[src/rtl/core/dhcp_pkg.sv]
package dhcp_pkg;

    // Protocol constants checked on every received reply.
    localparam logic [15:0] ETHERTYPE_IPV4   = 16'h0800;
    localparam logic [7:0]  PROTO_UDP        = 8'd17;
    localparam logic [15:0] PORT_SERVER      = 16'd67;
    localparam logic [7:0]  BOOT_REPLY       = 8'd2;
    localparam logic [7:0]  TAG_MSG_TYPE     = 8'd53;
    localparam logic [7:0]  TAG_SERVER_ID    = 8'd54;
    localparam logic [7:0]  MSG_OFFER        = 8'd2;
    localparam logic [7:0]  MSG_ACK          = 8'd5;
    localparam logic [7:0]  MSG_NAK          = 8'd6;

    // Configuration register layout.
    localparam int          POLL_W           = 22;
    localparam int          CFG_DATA_W       = 32;
    localparam int          CFG_INDEX_W      = 1;
    localparam logic [POLL_W-1:0] POLL_LIMIT_RESET = 22'd2000000;

    // Register indexes on the configuration port.
    typedef enum logic [CFG_INDEX_W-1:0] {
        CFG_POLL_LIMIT = 1'b0,
        CFG_START_XID  = 1'b1
    } cfg_index_t;

    // Input item operations.
    typedef enum logic {
        OP_START = 1'b0,
        OP_POLL  = 1'b1
    } op_t;

    // Transaction phase.
    typedef enum logic [1:0] {
        PH_IDLE  = 2'd0,
        PH_OFFER = 2'd1,
        PH_ACK   = 2'd2
    } phase_t;

    // Result actions.
    typedef enum logic [2:0] {
        ACT_NONE     = 3'd0,
        ACT_DISCOVER = 3'd1,
        ACT_REQUEST  = 3'd2,
        ACT_BOUND    = 3'd3,
        ACT_FAILED   = 3'd4
    } action_t;

    // Decoded view of one received frame.
    typedef struct packed {
        logic        reply_ok;
        logic        is_offer;
        logic        is_ack;
        logic        is_nak;
        logic        addr_zero;
        logic [31:0] server;
    } check_t;

    // One result item.
    typedef struct packed {
        action_t     action;
        logic [31:0] tx_xid;
        logic [31:0] requested_addr;
        logic [31:0] server_addr;
        logic [31:0] bound_addr;
    } result_t;

endpackage

[src/rtl/core/dhcp_reply_check.sv]
module dhcp_reply_check
    import dhcp_pkg::*;
(
    input  logic [15:0] ether_type,
    input  logic [7:0]  ip_protocol,
    input  logic [15:0] udp_source_port,
    input  logic [7:0]  boot_op,
    input  logic [31:0] rx_xid,
    input  logic [7:0]  first_option_tag,
    input  logic [7:0]  message_type,
    input  logic [31:0] your_addr,
    input  logic [31:0] next_server_addr,
    input  logic [7:0]  second_option_tag,
    input  logic [31:0] server_id_option,
    input  logic [31:0] current_xid,
    output check_t      check
);

    // A reply must be an IPv4 UDP frame from the server port carrying our id.
    always_comb
    begin
        check.reply_ok  = (ether_type == ETHERTYPE_IPV4) && (ip_protocol == PROTO_UDP) &&
                          (udp_source_port == PORT_SERVER) && (boot_op == BOOT_REPLY) &&
                          (rx_xid == current_xid) && (first_option_tag == TAG_MSG_TYPE);
        check.is_offer  = (message_type == MSG_OFFER);
        check.is_ack    = (message_type == MSG_ACK);
        check.is_nak    = (message_type == MSG_NAK);
        check.addr_zero = (your_addr == 32'd0);

        // Fall back to the server identifier option when siaddr is empty.
        if ((next_server_addr == 32'd0) && (second_option_tag == TAG_SERVER_ID))
        begin
            check.server = server_id_option;
        end
        else
        begin
            check.server = next_server_addr;
        end
    end

endmodule

[src/rtl/core/dhcp_fsm.sv]
module dhcp_fsm
    import dhcp_pkg::*;
(
    input  logic              clk,
    input  logic              rst_n,
    input  logic              fire,
    input  logic              op,
    input  logic [31:0]       your_addr,
    input  check_t            check,
    input  logic [POLL_W-1:0] poll_limit,
    input  logic [31:0]       start_xid,
    output logic [31:0]       current_xid,
    output result_t           result
);

    phase_t            phase_reg, phase_next;
    logic [31:0]       xid_reg, xid_next;
    logic [31:0]       offered_reg, offered_next;
    logic [31:0]       server_reg, server_next;
    logic [POLL_W-1:0] count_reg, count_next;
    logic [POLL_W-1:0] limit;
    logic [POLL_W-1:0] count_inc;
    logic [31:0]       xid_inc;
    logic              waiting;

    assign current_xid = xid_reg;
    assign limit       = (poll_limit == '0) ? POLL_W'(1) : poll_limit;
    assign count_inc   = count_reg + POLL_W'(1);
    assign xid_inc     = xid_reg + 32'd1;

    // State registers advance only when an item is processed.
    always_ff @(posedge clk or negedge rst_n)
    begin
        if (!rst_n)
        begin
            phase_reg   <= PH_IDLE;
            xid_reg     <= '0;
            offered_reg <= '0;
            server_reg  <= '0;
            count_reg   <= '0;
        end
        else if (fire)
        begin
            phase_reg   <= phase_next;
            xid_reg     <= xid_next;
            offered_reg <= offered_next;
            server_reg  <= server_next;
            count_reg   <= count_next;
        end
    end

    // Next state and the result for the current item.
    always_comb
    begin
        phase_next   = phase_reg;
        xid_next     = xid_reg;
        offered_next = offered_reg;
        server_next  = server_reg;
        count_next   = count_reg;
        result       = '{ACT_NONE, 32'd0, 32'd0, 32'd0, 32'd0};

        case (phase_reg)
            PH_OFFER, PH_ACK: waiting = 1'b1;
            default:          waiting = 1'b0;
        endcase

        if (op == OP_START)
        begin
            // A start abandons any running transaction.
            phase_next    = PH_OFFER;
            xid_next      = start_xid;
            offered_next  = '0;
            server_next   = '0;
            count_next    = '0;
            result.action = ACT_DISCOVER;
            result.tx_xid = start_xid;
        end
        else if (waiting)
        begin
            if (check.reply_ok && (phase_reg == PH_OFFER) && check.is_offer)
            begin
                if (check.addr_zero)
                begin
                    phase_next    = PH_IDLE;
                    count_next    = '0;
                    result.action = ACT_FAILED;
                end
                else
                begin
                    phase_next            = PH_ACK;
                    xid_next              = xid_inc;
                    offered_next          = your_addr;
                    server_next           = check.server;
                    count_next            = '0;
                    result.action         = ACT_REQUEST;
                    result.tx_xid         = xid_inc;
                    result.requested_addr = your_addr;
                    result.server_addr    = check.server;
                end
            end
            else if (check.reply_ok && (phase_reg == PH_ACK) &&
                     (check.is_ack || check.is_nak))
            begin
                phase_next = PH_IDLE;
                count_next = '0;
                if (check.is_ack && !check.addr_zero)
                begin
                    result.action     = ACT_BOUND;
                    result.bound_addr = your_addr;
                end
                else
                begin
                    result.action = ACT_FAILED;
                end
            end
            else if (count_inc >= limit)
            begin
                // The poll budget of this phase is spent.
                phase_next    = PH_IDLE;
                count_next    = '0;
                result.action = ACT_FAILED;
            end
            else
            begin
                count_next = count_inc;
            end
        end
    end

endmodule

[src/rtl/core/dhcp_client_handshake.sv]
// DHCP client handshake engine.
// The input channel (in_valid / in_stall) takes one request per item: op 0
// starts a transaction, op 1 delivers one receive poll with the reply fields
// pre-parsed from the frame (all zeros for an empty poll). Every item gives
// exactly one result on the output channel (out_valid / out_stall): the
// action to take plus the transaction id and addresses that go with it.
// Configuration is written through cfg_we / cfg_index / cfg_data: index 0 is
// the poll limit per waiting phase, index 1 the starting transaction id.
// An item is captured in the input register, then the reply check and phase
// update load the result register. Throughput is one item per cycle while
// the receiver does not stall; the phase and id registers are updated in
// the same cycle as the result, so a following item sees them at once.
// When the receiver stalls, the result register holds and the input register
// still takes one more item; in_stall rises once both are full.
// Reset clears the phase to idle, the id, addresses and poll count to zero,
// the poll limit to 2000000 and the starting id to zero.
module dhcp_client_handshake
    import dhcp_pkg::*;
(
    input  logic                   clk,
    input  logic                   rst_n,
    input  logic                   cfg_we,
    input  logic [CFG_INDEX_W-1:0] cfg_index,
    input  logic [CFG_DATA_W-1:0]  cfg_data,
    input  logic                   in_valid,
    output logic                   in_stall,
    input  logic                   op,
    input  logic [15:0]            ether_type,
    input  logic [7:0]             ip_protocol,
    input  logic [15:0]            udp_source_port,
    input  logic [7:0]             boot_op,
    input  logic [31:0]            rx_xid,
    input  logic [7:0]             first_option_tag,
    input  logic [7:0]             message_type,
    input  logic [31:0]            your_addr,
    input  logic [31:0]            next_server_addr,
    input  logic [7:0]             second_option_tag,
    input  logic [31:0]            server_id_option,
    output logic                   out_valid,
    input  logic                   out_stall,
    output logic [2:0]             action,
    output logic [31:0]            tx_xid,
    output logic [31:0]            requested_addr,
    output logic [31:0]            server_addr,
    output logic [31:0]            bound_addr
);

    logic              limit_we;
    logic [POLL_W-1:0] limit_reg;
    logic [31:0]       start_xid_reg;

    logic             s1_valid_reg;
    logic             op_reg;
    logic [15:0]      ether_type_reg;
    logic [7:0]       ip_protocol_reg;
    logic [15:0]      udp_source_port_reg;
    logic [7:0]       boot_op_reg;
    logic [31:0]      rx_xid_reg;
    logic [7:0]       first_option_tag_reg;
    logic [7:0]       message_type_reg;
    logic [31:0]      your_addr_reg;
    logic [31:0]      next_server_addr_reg;
    logic [7:0]       second_option_tag_reg;
    logic [31:0]      server_id_option_reg;

    logic             out_valid_reg;
    result_t          result_reg;

    logic             advance;
    logic             fire;
    logic [31:0]      current_xid;
    check_t           check;
    result_t          result_next;

    assign advance  = !out_valid_reg || !out_stall;
    assign fire     = s1_valid_reg && advance;
    assign in_stall = s1_valid_reg && !advance;

    // Configuration registers.
    assign limit_we = cfg_we && (cfg_index == CFG_POLL_LIMIT);

    always_ff @(posedge clk or negedge rst_n)
    begin
        if (!rst_n)
        begin
            limit_reg     <= POLL_LIMIT_RESET;
            start_xid_reg <= '0;
        end
        else if (cfg_we)
        begin
            if (limit_we)
            begin
                limit_reg <= cfg_data[POLL_W-1:0];
            end
            else
            begin
                start_xid_reg <= cfg_data;
            end
        end
    end

    // Input register stage.
    always_ff @(posedge clk or negedge rst_n)
    begin
        if (!rst_n)
        begin
            s1_valid_reg <= 1'b0;
        end
        else if (!in_stall)
        begin
            s1_valid_reg <= in_valid;
        end
    end

    always_ff @(posedge clk)
    begin
        if (!in_stall && in_valid)
        begin
            op_reg                <= op;
            ether_type_reg        <= ether_type;
            ip_protocol_reg       <= ip_protocol;
            udp_source_port_reg   <= udp_source_port;
            boot_op_reg           <= boot_op;
            rx_xid_reg            <= rx_xid;
            first_option_tag_reg  <= first_option_tag;
            message_type_reg      <= message_type;
            your_addr_reg         <= your_addr;
            next_server_addr_reg  <= next_server_addr;
            second_option_tag_reg <= second_option_tag;
            server_id_option_reg  <= server_id_option;
        end
    end

    // Reply decode.
    dhcp_reply_check u_check (
        .ether_type        (ether_type_reg),
        .ip_protocol       (ip_protocol_reg),
        .udp_source_port   (udp_source_port_reg),
        .boot_op           (boot_op_reg),
        .rx_xid            (rx_xid_reg),
        .first_option_tag  (first_option_tag_reg),
        .message_type      (message_type_reg),
        .your_addr         (your_addr_reg),
        .next_server_addr  (next_server_addr_reg),
        .second_option_tag (second_option_tag_reg),
        .server_id_option  (server_id_option_reg),
        .current_xid       (current_xid),
        .check             (check)
    );

    // Transaction state and result selection.
    dhcp_fsm u_fsm (
        .clk         (clk),
        .rst_n       (rst_n),
        .fire        (fire),
        .op          (op_reg),
        .your_addr   (your_addr_reg),
        .check       (check),
        .poll_limit  (limit_reg),
        .start_xid   (start_xid_reg),
        .current_xid (current_xid),
        .result      (result_next)
    );

    // Result register stage.
    always_ff @(posedge clk or negedge rst_n)
    begin
        if (!rst_n)
        begin
            out_valid_reg <= 1'b0;
        end
        else if (advance)
        begin
            out_valid_reg <= s1_valid_reg;
        end
    end

    always_ff @(posedge clk)
    begin
        if (fire)
        begin
            result_reg <= result_next;
        end
    end

    assign out_valid      = out_valid_reg;
    assign action         = result_reg.action;
    assign tx_xid         = result_reg.tx_xid;
    assign requested_addr = result_reg.requested_addr;
    assign server_addr    = result_reg.server_addr;
    assign bound_addr     = result_reg.bound_addr;

endmodule

[config.mk]
export PLATFORM = sky130hd
export DESIGN_NAME = dhcp_client_handshake
export DESIGN_NICKNAME = d
export VERILOG_FILES = /design/src/rtl/core/dhcp_pkg.sv /design/src/rtl/core/dhcp_reply_check.sv /design/src/rtl/core/dhcp_fsm.sv /design/src/rtl/core/dhcp_client_handshake.sv
export SDC_FILE = /design/constraint.sdc
export NUM_CORES = 1
export LEC_CHECK = 0
export BUFFER_PORTS_ARGS = -buffer_cell sky130_fd_sc_hd__clkbuf_2
export CELL_PAD_IN_SITES_DETAIL_PLACEMENT = 0
export CELL_PAD_IN_SITES_GLOBAL_PLACEMENT = 1
export CORE_AREA = 2 2 206 208
export CTS_BUF_LIST = sky130_fd_sc_hd__clkbuf_16
export CTS_CLUSTER_SIZE = 20
export DETAILED_ROUTE_END_ITERATION = 10
export DIE_AREA = 0 0 208 210
export PLACE_DENSITY_LB_ADDON = 0.1
export SYNTH_ARGS = -nofsm -noshare
export SYNTH_HDL_FRONTEND = slang
export SYNTH_SLANG_ARGS = --single-unit
export TNS_END_PERCENT = 30
[constraint.sdc]
create_clock -name clk -period 6.3 [get_ports clk]
set_input_delay 1.575 -clock clk [delete_from_list [all_inputs] [get_ports clk]]
set_output_delay 1.575 -clock clk [all_outputs]
set_load 0.02 [all_outputs]
# After elaboration in Yosys (flattened, before gate mapping)
# Cells that the tools add are included.
word_totals:
  input_bits: 239
  ff_bits: 444
  out_inout_bits: 133
  elab_cells: 115
classes:
  add_sub_neg: 2
  mux: 30
  n_bitwise: 7
  n_reduce_logical: 34
  magnitude_cmp: 1
  n_eq_ne: 16
op_table:
  columns: ["op", "n"]
  rows:
  - ["32-bit two-way mux", 9]
  - ["96-bit two-way mux", 2]
  - ["22-bit two-way mux", 6]
  - ["129-bit two-way mux", 1]
  - ["32-bit logical NOT", 2]
  - ["32-bit by 1-bit adder with 32-bit output (second input constant)", 1]
  - ["32-bit equality test", 1]
  - ["22-bit by 1-bit adder with 22-bit output (second input constant)", 1]
  - ["22-bit greater-or-equal comparator", 1]
  - ["22-bit logical NOT", 1]
  - ["16-bit by 12-bit equality test with 1-bit output (second input constant)", 1]
  - ["16-bit by 7-bit equality test with 1-bit output (second input constant)", 1]
  - ["8-bit by 2-bit equality test with 1-bit output (second input constant)", 2]
  - ["8-bit by 3-bit equality test with 1-bit output (second input constant)", 2]
  - ["8-bit by 6-bit equality test with 1-bit output (second input constant)", 2]
  - ["1-bit logical AND", 15]
  - ["3-bit two-way mux", 5]
  - ["2-bit two-way mux", 6]
  - ["8-bit by 5-bit equality test with 1-bit output (second input constant)", 1]
  - ["2-bit AND reduction", 4]
  - ["1-bit NOT", 7]
  - ["1-bit logical NOT", 5]
  - ["5-bit OR reduction", 1]
  - ["2-bit by 1-bit inequality test with 1-bit output (second input constant)", 2]
  - ["10 further kinds", 11]

# Longest topological paths before layout
# Gate-level depths: netlist of run 1.
logic_depth:
  word_depth: 12
  mapped_depth: 15
  ltp_nobuf: 13

# Hierarchy
# From an unflattened synthesis of run 1, not the netlist that was laid out.
hier_totals:
  hier_cells: 1273
  hier_area_um2: 18459.0
by_module_without_submodules:
  columns: ["mod", "seq_area_each_um2", "area_per_inst_um2", "n_inst", "cells_per_inst"]
  rows:
  - ["dhcp_client_handshake", 11379.7, 12064.1, 1, 455]
  - ["dhcp_fsm", 1401.3, 5424.0, 1, 688]
  - ["dhcp_reply_check", 0.0, 970.9, 1, 130]

# Worst setup path before layout of run 1
# Ideal clock, no wire load.
synth_timing:
  path_kind: "input to register"
  start: "in out_stall"
  end: "reg boot_op_reg[0], enable pin"
  setup_slack_ps: -563
  n_path_buf: 0
  stages: 2
  setup_ps: 586
  required_ps: 5714
  arrival_ps: 6277
  path_cell_list: "nand3_1 > and2_1"
synth_between:
  elab_chain_len: 6
synth_rtl:
  columns: ["element", "line", "rtl"]
  rows:
  - ["start: declaration", "dhcp_client_handshake.sv:40", "input logic out_stall,"]
  - ["1-bit logical NOT", "dhcp_client_handshake.sv:75", "assign advance = !out_valid_reg || !out_stall;"]
  - ["1-bit logical OR", "dhcp_client_handshake.sv:75", null]
  - ["1-bit logical NOT", "dhcp_client_handshake.sv:77", "assign in_stall = s1_valid_reg && !advance;"]
  - ["1-bit logical AND", "dhcp_client_handshake.sv:77", null]
  - ["1-bit logical NOT", "dhcp_client_handshake.sv:117", "if (!in_stall && in_valid)"]
  - ["1-bit logical AND", "dhcp_client_handshake.sv:117", null]
  - ["end signal: assignment", "dhcp_client_handshake.sv:123", "boot_op_reg <= boot_op;"]
  - ["end: declaration", "dhcp_client_handshake.sv:57", "logic [7:0] boot_op_reg;"]
# Every way passes these cells.
# A chain may end at the register's enable or synchronous reset.

# Worst setup path after layout of run 1
layout_timing:
  start: "reg limit_reg[16]"
  end: "reg result_reg (netlist bit action[2]) (data pin)"
layout_between:
  elab_chain_len: 6
layout_rtl:
  columns: ["element", "line", "rtl"]
  rows:
  - ["start: declaration", "dhcp_client_handshake.sv:49", "logic [POLL_W-1:0] limit_reg;"]
  - ["start signal: assignment", "dhcp_client_handshake.sv:93", "limit_reg <= cfg_data[POLL_W-1:0];"]
  - ["22-bit logical NOT", "dhcp_fsm.sv:27", "assign limit = (poll_limit == '0) ? POLL_W'(1) : poll_limit;"]
  - ["22-bit two-way mux (*)", "dhcp_fsm.sv:27", null]
  - ["22-bit greater-or-equal comparator (*)", "dhcp_fsm.sv:116", "else if (count_inc >= limit)"]
  - ["3-bit two-way mux (*)", "dhcp_fsm.sv:116", null]
  - ["3-bit two-way mux (*)", "dhcp_fsm.sv:101", "else if (check.reply_ok && (phase_reg == PH_ACK) &&"]
  - ["3-bit two-way mux (*)", "dhcp_fsm.sv:80", "if (check.reply_ok && (phase_reg == PH_OFFER) && check.is_offer)"]
  - ["end signal: assignment", "dhcp_client_handshake.sv:182", "result_reg <= result_next;"]
  - ["end: declaration", "dhcp_client_handshake.sv:67", "result_t result_reg;"]
# Every way passes the cells marked *; elsewhere a longest branch is shown, timed or not.

==> results of run 1 <==
[layer usage]
layer,share of wire,track usage,vias to the layer above,routed length [um]
met3,0.067,0.04812,80,3214
met5,0.00025,0,-,12
met1,0.45,0.3072,5958,21440
li1,-,-,5773,-
met4,0.026,0.06921,2,1251
met2,0.46,0.3405,405,22010
[cell type report]
type	instances	share of cell area
timing repair buffer	388	0.08911
sequential	444	0.5696
clock buffer	50	0.05576
inverter	58	0.009926
tap	539	0.03006
antenna	3	0.0003346
multi-input combinational	773	0.2338
clock inverter	39	0.01143
[logic make-up after synthesis]
| family | count (synthesis) | share of synthesized area |
|---|---|---|
| AND/OR/NAND/NOR | 435 | 0.1271 |
| multiplexers | 32 | 0.01946 |
| flip-flops | 444 | 0.6902 |
| adder cells (fa/ha/maj) | 26 | 0.01757 |
| buffers and inverters | 126 | 0.02811 |
| XOR/XNOR | 78 | 0.03689 |
| AO/OA/AOI/OAI | 202 | 0.08068 |
[cell usage after synthesis, types with 8 or more instances]
library cell	count
and3_1	43
a21oi_1	48
ha_1	26
o211ai_2	10
buf_1	10
nand4_1	30
edfxtp_1	332
nand2_1	90
o21ai_0	35
a32o_1	9
clkbuf_1	42
o2bb2ai_1	9
xnor2_1	40
or2_2	12
dfrtp_1	105
o211ai_1	12
and2_1	40
buf_2	11
a31oi_1	9
inv_1	58
nor4b_1	8
xor2_1	38
nor4_1	34
o221ai_2	10
nor2_1	75
nand3_1	45
o22ai_1	17
nor3_1	14
mux2_2	32
[final timing paths]
path	from	to	slack, ns	cells past startpoint
worst max register to register	limit_reg[16]	action[2]	2.38	12
worst max-delay path	limit_reg[16]	action[2]	2.38	12
min in group asynchronous	rst_n	u_fsm.current_xid[4]	1.12	1
worst min register to register	start_xid_reg[10]	start_xid_reg[10]	0.51	1
worst min-delay path	start_xid_reg[10]	start_xid_reg[10]	0.51	1
max in group asynchronous	rst_n	start_xid_reg[17]	3.97	2
[worst max-delay path: stages, from the launching register on]
cell and delay, ns:
dfrtp_1 0.38, nor4_1 0.47, nand4_1 0.20, o41ai_1 0.30, ha_1 0.29, nand2b_1 0.13, a2111oi_0 0.40, nor4_1 0.12
o311ai_0 0.53, o2111a_1 0.29, buf_4 0.33, nand2_1 0.07, and2_1 0.15
[power groups by stage]
stage | Combinational, mW | Clock (mW) | Sequential [mW]
floorplan | 0.500 | 0 | 3.70
global route | 0.894 | 2.89 | 3.70
global placement | 0.804 | 0 | 3.72
detailed placement | 0.814 | 0 | 3.72
finish | 0.804 | 2.69 | 3.67
CTS | 0.817 | 2.76 | 3.67
==> impl_metrics.py, run 1 <==
metrics = {
    "timing": {
        "period_minus_slack_ns": 3.919,
        "post-route-period-util": 0.6221,
        "timing.fmax_mhz": 255.1,
        "setup_ws_ns": 2.381,
        "hold_violations": 0,
        "drv_slew": 0,
        "rsz0062_at_grt": "no",
        "worstMarginPinSlew_ns": 1.115,
        "max_slew_margin": 0.2551,
        "tns_ns": 0,
        "finalSetupViolations": 0,
        "clock_skew_ns": 0.02379,
        "whs_ns": 0.5060,
    },
    "layout": {
        "drive_above_1_share": 0.3122,
        "area_delta_synth_final_pct": 21.17,
        "layout_commonest_cell": "clkbuf_2",
        "post-route-util": 0.5410,
        "final_cell_mix": "clkbuf_2 (370), edfxtp_1 (332), dfrtp_1 (105)",
        "final_area_um2": 22440,
        "multiInputGateArea_um2": 5245,
        "ff_latch_area_um2": 12780,
        "finalNonFillerCells": 2294,
        "fillers": 3542,
        "fin_nets": 1978,
    },
    "yosys": {
        "yosys.area.top_type": "edfxtp_1",
        "synth_top_area_share": 0.5384,
        "seq_area_frac_synth": 0.6902,
        "synth_cells": 1343,
        "syn_area_per_cell_um2": 13.79,
        "synth_warnings": 0,
        "synth_edf_count": 332,
        "synth_cell_types": 77,
        "synth.area.top_cells": "edfxtp_1 (54%), dfrtp_1 (14%), mux2_2 (1.9%)",
        "ys.flop_type": "edfxtp_1",
        "synth-seq-cells": 444,
        "syn_nets": 1608,
        "syn_area_um2": 18520,
        "async_reset_ff_frac": 0.2523,
    },
    "drt": {
        "drt_first_pass_iters": 4,
        "wire_per_inst_um": 20.89,
        "vias_per_cell": 5.326,
        "drtIter0Drc": 856,
        "vias": 12220,
        "drt-total-wl_mm": 47.93,
        "ant_nets": 0,
        "drc": 0,
    },
    "clock_tree": {
        "cts_tree": "yes",
        "cts-buffers-inserted": 48,
        "htreeDepth": 2,
        "cts.sinks": 444,
        "cts.repair.resized": 0,
        "hold_buffers": 0,
        "clk_latency_ns": 0.59,
        "post-cts-setup-buffers": 0,
        "clk_pin_slew_ns": 0.06,
        "root_buffer": "clkbuf_16",
        "clk_path_buf_depth": 3,
    },
    "placed_design": {
        "place_area_um2": 20920,
        "gp_congestion": 0.8326,
        "io_buffers": 371,
        "hpwl_mm": 33.73,
        "place_inst": 2202,
        "place_ws_ns": 2.013,
    },
    "die": {
        "die_height_um": 210,
        "die-area_um2": 43680,
        "io_pins": 372,
        "std_cell_rows": 75,
        "die_w_um": 208,
        "coreArea_um2": 41480,
        "start_util": 0.4465,
    },
    "power": {
        "power_frac_comb": 0.112,
        "netSwitchingPower_mw": 1.843,
        "power.total_mw": 7.165,
        "ir_drop_mv": 0.2170,
        "internal-power_mw": 5.322,
        "p_clk_frac": 0.376,
        "p_leak_nw": 9.135,
        "p_seq_frac": 0.512,
        "power_density_nw_per_um2": 319.3,
        "switching_share": 0.2572,
    },
    "run_status": {
        "outcome": "completed",
    },
    "grt": {
        "grt_pass1_vias": 11960,
        "grt_usage": 0.2183,
        "grt_start_max_net_pins": 105,
        "grt_pass1_wl_mm": 72.11,
        "grt_antenna_before_repair": 4,
        "grt-ovfl-total": 0,
    },
    "setup_path": {
        "crit_required_ns": 6.63,
        "crit_fanout": 28,
        "crit_type": "flop to flop",
        "worst_setup_path_end_kind": "flop",
        "arrival_ns": 4.25,
        "cp-start-kind": "flop",
    },
    "min_path": {
        "hp-class": "flop to flop",
    },
    "flow_run": {
        "drv_cap": 0,
    },
}
Note: power is estimated with default switching activity, not from simulation.
==> inputs of run 2 (changes only) <==
- CORE_AREA: 2 2 206 208 -> 2 2 219 221
- DIE_AREA: 0 0 208 210 -> 0 0 221 223
- clock period: 6.3 -> 3.49 ns (I/O delays scaled with it)
==> run 2 against run 1 <==
Clock skew shrank 0.0041 ns. Die area is 13% higher. Flip-flop and latch count unchanged. Global-route usage decreased by 1.3 points. Clock power grew 76%. Critical path type unchanged. Critical endpoint is now u_fsm.count_reg[20]. Largest power group unchanged.
==> impl_metrics.py, run 2 (synthesis results as in run 1) <==
metrics = {
    "run_status": {
        "outcome": "completed",
    },
    "power": {
        "p_leak_nw": 9.360,
        "power_density_nw_per_um2": 563.8,
        "power.total_mw": 12.95,
        "ir_drop_mv": 0.4769,
    },
    "layout": {
        "fillers": 4233,
        "final_area_um2": 22970,
        "diodes": 0,
        "drive_above_1_share": 0.3369,
        "fin_nets": 2015,
        "ff_latch_area_um2": 12780,
        "area_delta_synth_final_pct": 24.07,
        "layout_commonest_cell": "clkbuf_2",
        "post-route-util": 0.4873,
        "multiInputGateArea_um2": 5385,
        "final_cell_mix": "clkbuf_2 (370), edfxtp_1 (332), dfrtp_1 (104)",
    },
    "timing": {
        "period_minus_slack_ns": 3.325,
        "whs_ns": 0.3756,
        "post-route-period-util": 0.9527,
        "tns_ns": 0,
        "worstMarginPinSlew_ns": 0.8411,
        "max_slew_margin": 0.4393,
        "rsz0062_at_grt": "yes",
        "drv_slew": 0,
        "finalSetupViolations": 0,
        "timing.fmax_mhz": 300.7,
        "clock_skew_ns": 0.01972,
        "hold_violations": 0,
    },
    "clock_tree": {
        "cts-buffers-inserted": 50,
        "htreeDepth": 2,
        "clk_pin_slew_ns": 0.06,
        "clk_latency_ns": 0.58,
        "hold_buffers": 0,
        "cts.sinks": 444,
        "root_buffer": "clkbuf_16",
        "cts_tree": "yes",
        "clk_path_buf_depth": 3,
    },
    "setup_path": {
        "worst_setup_path_end_kind": "flop",
        "cp-start-kind": "flop",
        "crit_required_ns": 3.94,
        "crit_fanout": 8,
        "crit_type": "flop to flop",
        "critPathBufInv": 3,
        "crit_family": "simple AND/OR/NAND/NOR gates",
        "cp_cell_sequence": "and3_1 -> nand4_1 -> nor2_2 -> nand4_1 -> and2_1 -> or2_2 -> ha_1 -> nand4_1 -> nor2_2 -> o311ai_2 -> o2111a_1 -> buf_12 -> buf_8 -> buf_4 -> a32o_1",
        "cpPeakStageDelay_ns": 0.41,
        "slowest_stage": "dfrtp_1",
        "arrival_ns": 3.78,
        "cpMostUsedCell": "nand4_1",
    },
    "min_path": {
        "hp-class": "primary input to async pin",
    },
    "die": {
        "std_cell_rows": 80,
        "coreArea_um2": 47150,
        "die-area_um2": 49280,
        "die_height_um": 223,
        "die_w_um": 221,
        "start_util": 0.3928,
        "io_pins": 372,
    },
    "grt": {
        "grt-ovfl-total": 0,
        "grt_usage": 0.2053,
        "grt_pass1_wl_mm": 77.08,
        "grt_start_max_net_pins": 130,
        "grt_antenna_before_repair": 1,
        "grt_pass1_vias": 12600,
    },
    "placed_design": {
        "io_buffers": 371,
        "hpwl_mm": 35.71,
        "gp_congestion": 0.7914,
        "place_area_um2": 21330,
    },
    "drt": {
        "vias": 12360,
        "wire_per_inst_um": 21.02,
        "drtIter0Drc": 669,
        "vias_per_cell": 5.140,
        "drt_first_pass_iters": 4,
        "drc": 0,
        "drt-total-wl_mm": 50.55,
        "ant_nets": 0,
    },
    "flow_run": {
        "drv_cap": 0,
    },
}
[run 2: cell type report]
cell class | count | share of cell area
clock buffers | 50 | 0.05446
clock inverters | 42 | 0.009258
inverters | 58 | 0.009639
multi-input cells | 773 | 0.2344
flip-flops and latches | 444 | 0.5564
well taps | 615 | 0.03349
repair buffers | 423 | 0.1024
[run 2: path summary, 6_finish.rpt]
check	slack (ns)	end	startpoint	cells past startpoint
worst max register to register	0.16	u_fsm.count_reg[20]	u_fsm.count_reg[7]	15
max in group asynchronous	2.30	limit_reg[18]	rst_n	2
worst min-delay path	0.38	limit_reg[4]	rst_n	1
min in group clk	0.46	rx_xid_reg[29]	rx_xid[29]	1
worst min register to register	0.50	start_xid_reg[20]	start_xid_reg[20]	1
worst max-delay path	0.16	u_fsm.count_reg[20]	u_fsm.count_reg[7]	15
[run 2: stage by stage]
stage / setup WS (ns) / std cells
after floorplan: -0.4121 / 1343
after global placement: 0.1504 / 2306
after detailed placement: -0.1339 / 2306
after CTS: 0.01400 / 2398
after global routing: -0.01430 / 2405
final: 0.1649 / 2405
[run 2: what timing repair did]
action | 4_1_cts | 5_1_grt
gates resized for setup | 2 | 28
endpoints found under the hold margin | 0 | 0
setup endpoints to repair | 21 | 22
buffers inserted | 0 | 7
pin swaps | 0 | 12
gates cloned | 0 | 0
[run 2: worst reg2reg max path, delay by kind of cell (launching register included)]
kind | cells | cell delay, ns
AOI/OAI and AO/OA | 3 | 0.56
adders and majority gates | 1 | 0.32
buffers and inverters | 3 | 0.42
DFF | 1 | 0.41
and+or+nand+nor | 8 | 1.50
[run 2: power by group]
| part | total (mW) | switching [mW] | internal, mW |
|---|---|---|---|
| Sequential | 6.62 | 0.411 | 6.21 |
| Clock | 4.74 | 2.08 | 2.66 |
| Combinational | 1.59 | 0.918 | 0.677 |
[run 2: per-layer routing]
metal  up-vias  track usage  share of wire
met5         -            0        0.00026
met4         2      0.06668          0.026
met3        72      0.04083          0.054
met2       350       0.3281           0.47
met1      6087       0.2822           0.45
li1       5850            -              -
